<file path="src/rtl/bxa_pkg.sv">
// Package for the boxcar average block: op codes, reply constants and the
// request struct handed from the top level to the reply buffer.
// No dependencies.
package bxa_pkg;

  localparam int unsigned SAMPLE_W  = 10;
  localparam int unsigned BYTE_W    = 8;
  localparam int unsigned AVG_OUT_W = 16;
  localparam int unsigned LEN_W     = 2;
  localparam int unsigned AVG_SHIFT = 5;

  localparam logic OP_SAMPLE  = 1'b0;
  localparam logic OP_REQUEST = 1'b1;

  localparam logic [BYTE_W-1:0] CMD_AVERAGE = 8'h63;
  localparam logic [BYTE_W-1:0] REPLY_OTHER = 8'd66;
  localparam logic [BYTE_W-1:0] REPLY_EMPTY = 8'd88;
  localparam logic [LEN_W-1:0]  REPLY_BYTES = 2'd2;

  typedef struct packed {
    logic              load;
    logic              cmd_present;
    logic [BYTE_W-1:0] cmd_byte;
  } req_t;

  typedef struct packed {
    logic [BYTE_W-1:0] high;
    logic [BYTE_W-1:0] low;
  } reply_t;

endpackage

</file>
<file path="src/rtl/bxa_cell.sv">
// One window cell: holds a single converter sample and passes it to the
// next cell on every shift. Depends on bxa_pkg.
module bxa_cell
  import bxa_pkg::*;
(
  input  logic                clk,
  input  logic                rst_n,
  input  logic                shift_en,
  input  logic [SAMPLE_W-1:0] d_in,
  output logic [SAMPLE_W-1:0] q_out
);

  logic [SAMPLE_W-1:0] data_r;

  always_ff @(posedge clk) begin
    if (!rst_n) begin
      data_r <= '0;
    end else if (shift_en) begin
      data_r <= d_in;
    end
  end

  assign q_out = data_r;

endmodule

</file>
<file path="src/rtl/bxa_accum.sv">
// Running window sum: adds the new sample and drops the one leaving the
// end of the cell chain; also forms the 16-bit average. Depends on bxa_pkg.
module bxa_accum
  import bxa_pkg::*;
#(
  parameter int unsigned SUM_W = 15
) (
  input  logic                 clk,
  input  logic                 rst_n,
  input  logic                 shift_en,
  input  logic [SAMPLE_W-1:0]  new_sample,
  input  logic [SAMPLE_W-1:0]  old_sample,
  output logic [AVG_OUT_W-1:0] avg
);

  localparam int unsigned AVG_W = SUM_W - AVG_SHIFT;

  logic [SUM_W-1:0] sum_r;
  logic [SUM_W-1:0] sum_nxt;

  // intermediate may wrap, the final total is exact
  assign sum_nxt = sum_r - SUM_W'(old_sample) + SUM_W'(new_sample);

  always_ff @(posedge clk) begin
    if (!rst_n) begin
      sum_r <= '0;
    end else if (shift_en) begin
      sum_r <= sum_nxt;
    end
  end

  assign avg = {{(AVG_OUT_W-AVG_W){1'b0}}, sum_r[SUM_W-1:AVG_SHIFT]};

endmodule

</file>
<file path="src/rtl/bxa_reply.sv">
// Reply formatting and output buffer: an output register plus one skid
// entry so a stalled reply does not block the input. Depends on bxa_pkg.
module bxa_reply
  import bxa_pkg::*;
(
  input  logic                 clk,
  input  logic                 rst_n,
  input  req_t                 req,
  input  logic [AVG_OUT_W-1:0] avg,
  output logic                 busy,
  output logic                 out_valid,
  input  logic                 out_stall,
  output logic [BYTE_W-1:0]    out_reply_high,
  output logic [BYTE_W-1:0]    out_reply_low
);

  reply_t fmt;
  reply_t out_r;
  reply_t skid_r;
  logic   out_valid_r;
  logic   skid_valid_r;

  always_comb begin
    if (!req.cmd_present) begin
      fmt.high = REPLY_EMPTY;
      fmt.low  = REPLY_EMPTY;
    end else if (req.cmd_byte == CMD_AVERAGE) begin
      fmt.high = avg[AVG_OUT_W-1:BYTE_W];
      fmt.low  = avg[BYTE_W-1:0];
    end else begin
      fmt.high = REPLY_OTHER;
      fmt.low  = REPLY_OTHER;
    end
  end

  always_ff @(posedge clk) begin
    if (!rst_n) begin
      out_valid_r  <= 1'b0;
      skid_valid_r <= 1'b0;
    end else if (!out_valid_r || !out_stall) begin
      // output slot frees up: skid first, else the new request
      if (skid_valid_r) begin
        out_r        <= skid_r;
        out_valid_r  <= 1'b1;
        skid_valid_r <= 1'b0;
      end else begin
        out_r       <= fmt;
        out_valid_r <= req.load;
      end
    end else if (req.load) begin
      skid_r       <= fmt;
      skid_valid_r <= 1'b1;
    end
  end

  assign busy           = skid_valid_r;
  assign out_valid      = out_valid_r;
  assign out_reply_high = out_r.high;
  assign out_reply_low  = out_r.low;

endmodule

</file>
<file path="src/rtl/boxcar_average_with_read_port_unit.sv">
// Boxcar average with a read port: top level.
// Channels: the input channel carries samples (in_op = 0) and read
// requests (in_op = 1); the output channel carries one two-byte reply per
// request and nothing for a sample. Both use valid/stall, an item moving
// when valid is high and stall is low.
// Samples shift into a chain of WINDOW_DEPTH cells; the cell at the end
// drops out of the running sum as the new one enters, one sample a cycle
// while in_stall is low. A request is answered from the sum as it stands
// at acceptance; its reply is registered in the output or skid entry, and
// one item can be accepted every cycle while in_stall is low.
// When the receiver stalls, the reply holds in the output register and one
// more request fits in a skid entry; in_stall rises only while that entry
// is full and drops the cycle after the output moves.
// Reset (synchronous, active low) clears every cell and the sum and empties
// both output entries.
// Depends on bxa_pkg, bxa_cell, bxa_accum and bxa_reply.
module boxcar_average_with_read_port_unit
  import bxa_pkg::*;
#(
  parameter int unsigned WINDOW_DEPTH = 32
) (
  input  logic                clk,
  input  logic                rst_n,
  input  logic                in_valid,
  output logic                in_stall,
  input  logic                in_op,
  input  logic [SAMPLE_W-1:0] in_sample,
  input  logic                in_cmd_present,
  input  logic [BYTE_W-1:0]   in_cmd_byte,
  output logic                out_valid,
  input  logic                out_stall,
  output logic [BYTE_W-1:0]   out_reply_high,
  output logic [BYTE_W-1:0]   out_reply_low,
  output logic [LEN_W-1:0]    out_reply_length
);

  localparam int unsigned SUM_W = SAMPLE_W + $clog2(WINDOW_DEPTH);

  logic                 in_accept;
  logic                 shift_en;
  logic                 busy;
  logic [SAMPLE_W-1:0]  tap [WINDOW_DEPTH+1];
  logic [AVG_OUT_W-1:0] avg;
  req_t                 req;

  assign in_stall  = busy;
  assign in_accept = in_valid && !busy;
  assign shift_en  = in_accept && (in_op == OP_SAMPLE);

  assign tap[0] = in_sample;

  for (genvar i = 0; i < WINDOW_DEPTH; i++) begin : g_cell
    bxa_cell u_cell (
      .clk      (clk),
      .rst_n    (rst_n),
      .shift_en (shift_en),
      .d_in     (tap[i]),
      .q_out    (tap[i+1])
    );
  end

  bxa_accum #(
    .SUM_W (SUM_W)
  ) u_accum (
    .clk        (clk),
    .rst_n      (rst_n),
    .shift_en   (shift_en),
    .new_sample (in_sample),
    .old_sample (tap[WINDOW_DEPTH]),
    .avg        (avg)
  );

  assign req.load        = in_accept && (in_op == OP_REQUEST);
  assign req.cmd_present = in_cmd_present;
  assign req.cmd_byte    = in_cmd_byte;

  bxa_reply u_reply (
    .clk            (clk),
    .rst_n          (rst_n),
    .req            (req),
    .avg            (avg),
    .busy           (busy),
    .out_valid      (out_valid),
    .out_stall      (out_stall),
    .out_reply_high (out_reply_high),
    .out_reply_low  (out_reply_low)
  );

  assign out_reply_length = REPLY_BYTES;

endmodule

</file>
<file path="config.mk">
export PLATFORM = sky130hd
export DESIGN_NAME = boxcar_average_with_read_port_unit
export DESIGN_NICKNAME = d
export VERILOG_FILES = /design/src/rtl/bxa_pkg.sv /design/src/rtl/bxa_cell.sv /design/src/rtl/bxa_accum.sv /design/src/rtl/bxa_reply.sv /design/src/rtl/boxcar_average_with_read_port_unit.sv
export SDC_FILE = /design/constraint.sdc
export NUM_CORES = 1
export LEC_CHECK = 0
export BUFFER_PORTS_ARGS = -buffer_cell sky130_fd_sc_hd__buf_2
export CORE_MARGIN = 10
export CORE_UTILIZATION = 46
export DETAILED_ROUTE_END_ITERATION = 8
export SYNTH_ARGS = -nofsm -noshare
export SYNTH_HDL_FRONTEND = slang
export SYNTH_SLANG_ARGS = --single-unit
</file>
<file path="constraint.sdc">
create_clock -name clk -period 3.35 [get_ports clk]
set_input_delay 0.1675 -clock clk [delete_from_list [all_inputs] [get_ports clk]]
set_output_delay 0.1675 -clock clk [all_outputs]
set_load 0.02 [all_outputs]
</file>
==> flow_metrics.py <==
metrics = {
    "outcome": {
        "status": "finished, final reports clean",
    },
    "clocking": {
        "cts_max_level": 2,
        "insertion_delay_ns": 0.52,
        "cts_resized": 0,
        "cts_root_buffer": "clkbuf_16",
        "cts_buffer_depth": 3,
        "clock-sinks": 361,
        "cts_made_buffers": 38,
        "clk_pin_slew_ns": 0.06,
        "cts_tree": "yes",
        "post_cts_buffers": 0,
    },
    "logic_synthesis": {
        "synth_area_leaders": "dfxtp_1 (49%), nand2_1 (18%), a21oi_1 (13%)",
        "syn_area_um2": 13600,
        "synth_edf_count": 24,
        "ys_ff_latch": 361,
        "syn_inst": 1691,
        "synth_common_cells": "nand2_1 (661), a21oi_1 (341), dfxtp_1 (337)",
        "syn_area_per_cell_um2": 8.07,
        "synth.most_common_cell": "nand2_1",
        "yosys_warnings": 0,
        "synth.distinct_cells": 52,
        "yosysSeqAreaShare_pct": 54.8,
        "synth_top_area_share_pct": 49.5,
        "ys.flop_type": "dfxtp_1",
        "async_flop_share_pct": 0,
        "yosysTopAreaCell": "dfxtp_1",
    },
    "worst_setup_path": {
        "required_ns": 3.74,
        "cp_max_fo": 3,
        "critPathCaptureType": "flop",
        "cp.arrival_ns": 3.17,
        "startpoint_type": "flop",
        "critical_path_class": "reg -> reg",
    },
    "grt": {
        "grt.total_usage_pct": 13.9,
        "grt_antenna_before_repair": 0,
        "grt_max_degree": 152,
        "grt_pass1_vias": 9860,
        "grt_pass1_wl_mm": 44.8,
        "gr-total-overflow": 0,
    },
    "hold_path": {
        "hp-class": "in -> reg",
    },
    "finish": {
        "area_delta_synth_final_pct": 13.0,
        "nFillCells": 2774,
        "nets": 1726,
        "antenna_cells": 0,
        "finish.instance_area_um2": 15400,
        "drive_above_1_share_pct": 7.51,
    },
    "detailed_routing": {
        "drt_iter0_markers": 836,
        "vias": 10600,
        "drtAntennaViolNets": 0,
        "drc": 0,
        "via_per_inst": 5.08,
        "first_pass_iters": 5,
        "wl_mm": 26.2,
        "wl_per_cell_um": 12.5,
    },
    "power": {
        "p_per_area_nw_per_um2": 609,
        "ir_worst_vdd_mv": 0.483,
        "leakage_nw": 5.23,
    },
    "sta": {
        "setup_violations": 0,
        "max_freq_mhz": 360,
        "rsz0062_at_grt": "no",
        "setup_ws_ns": 0.569,
        "maxSlewViolCount": 0,
        "relSlewSlack_pct": 39.2,
        "tightest_slew_ns": 0.913,
        "clock_skew_ns": 0.0149,
        "finalHoldViolations": 0,
        "post-route-min-period_ns": 2.78,
        "finalCritPeriodShare_pct": 83.0,
        "setup_tns_ns": 0,
    },
    "placed_design": {
        "dp_hpwl_mm": 14.9,
        "portBuffers": 38,
        "gp_congestion": 0.832,
        "post-place-ws_ns": 0.603,
        "dpl_cell_area_um2": 14000,
    },
    "die": {
        "die_h_um": 192,
        "start_util_pct": 47.0,
        "die-area_um2": 36900,
        "ios": 44,
        "die_w_um": 192,
        "rows": 62,
        "coreArea_um2": 29000,
    },
    "run": {
        "cap_violations": 0,
    },
}
-- metrics by stage --
step | hold slack (ns) | cells | power (mW) | utilization, %
finish | 0.0302 | 2089 | 9.38 | 53.1
global route | 0.0199 | 2089 | 9.79 | 53.1
CTS | 0.00506 | 2089 | 9.49 | 53.1
detailed placement | 0.442 | 2009 | 5.25 | 48.3
global placement | 0.436 | 2009 | 5.24 | 48.3
floorplan | 0.303 | 1694 | 5.07 | -
-- power by group --
group          switching (mW)  total [mW]  internal (mW)
registers              0.0317        4.42           4.38
logic                   0.511       0.756          0.245
clock network            1.64        4.20           2.56
total                    2.18        9.38           7.19
-- registers in the layout, summed over array words and instances (netlist names) --
name and count:
u_reply.out_reply_low 8, g_cell.u_cell.q_out 320, u_reply.out_valid 1, u_reply.skid_r 12, u_reply.busy 1, u_accum.sum_r 15, u_reply.out_reply_high 4
-- logic make-up after synthesis --
logic type               Yosys count  share of synthesized area, %
XOR/XNOR                           2                         0.128
flip-flops                       361                          54.8
other                              2                        0.0551
AND/OR/NAND/NOR                  727                          20.9
AO/OA/AOI/OAI                    393                          15.4
adder cells (fa/ha/maj)           25                          2.84
buffers and inverters            174                          5.34
multiplexers                       7                         0.569
-- placed cells by master, fill, tap and decap left out, types with 7 or more instances in the layout --
cell type and n:
nor3_1 9, buf_12 7, a21o_1 8, edfxtp_1 24, ha_1 15, a21oi_1 341
dlygate4sd3_1 12, clkinv_2 9, buf_2 38, clkbuf_8 9, clkbuf_16 39, dfxtp_1 337
buf_4 10, inv_1 49, o21ai_0 9, nor2_1 13, nand2_1 661, clkbuf_1 7
nand3_1 14, fa_1 10
-- critical path, stage by stage (launching register included) --
cell	delay, ns
dfxtp_1	0.33
inv_1	0.05
fa_1	0.49
fa_1	0.47
nor2b_1	0.20
o2111ai_1	0.18
a311oi_1	0.61
mux2i_1	0.26
nand3_1	0.08
-- repair_timing --
item / in CTS / in global routing
endpoints found under the hold margin: 12 / 0
setup endpoints to repair: 0 / 0
hold buffers: 12 / 0
-- cell type report --
class | instances | area [um^2] | area share (%)
Clock inverter | 13 | 144 | 0.934
Multi-Input combinational cell | 1159 | 5470 | 35.5
Clock buffer | 55 | 1130 | 7.31
Sequential cell | 361 | 7470 | 48.5
Inverter | 50 | 195 | 1.27
Timing Repair Buffer | 67 | 526 | 3.41
Tap cell | 384 | 480 | 3.12
-- path summary, 6_finish.rpt --
check / cells past startpoint / start / end / slack [ns]
max: 8 / u_accum.sum_r[1] / u_accum.sum_r[14] / 0.57
min: 2 / in_cmd_present / u_reply.skid_r[4] / 0.03
max reg2reg: 8 / u_accum.sum_r[1] / u_accum.sum_r[14] / 0.57
min reg2reg: 2 / g_cell[29].u_cell.q_out[1] / g_cell[30].u_cell.q_out[1] / 0.44
-- layer usage --
layer / share of wire (%) / global-route usage, % / up-vias
met5: 0 / 0 / -
met4: 1.9 / 3.61 / 0
met3: 4.1 / 3.05 / 39
met2: 46 / 23.6 / 123
met1: 48 / 17.6 / 4978
li1: - / - / 5472
(Power assumes the default switching activity.)
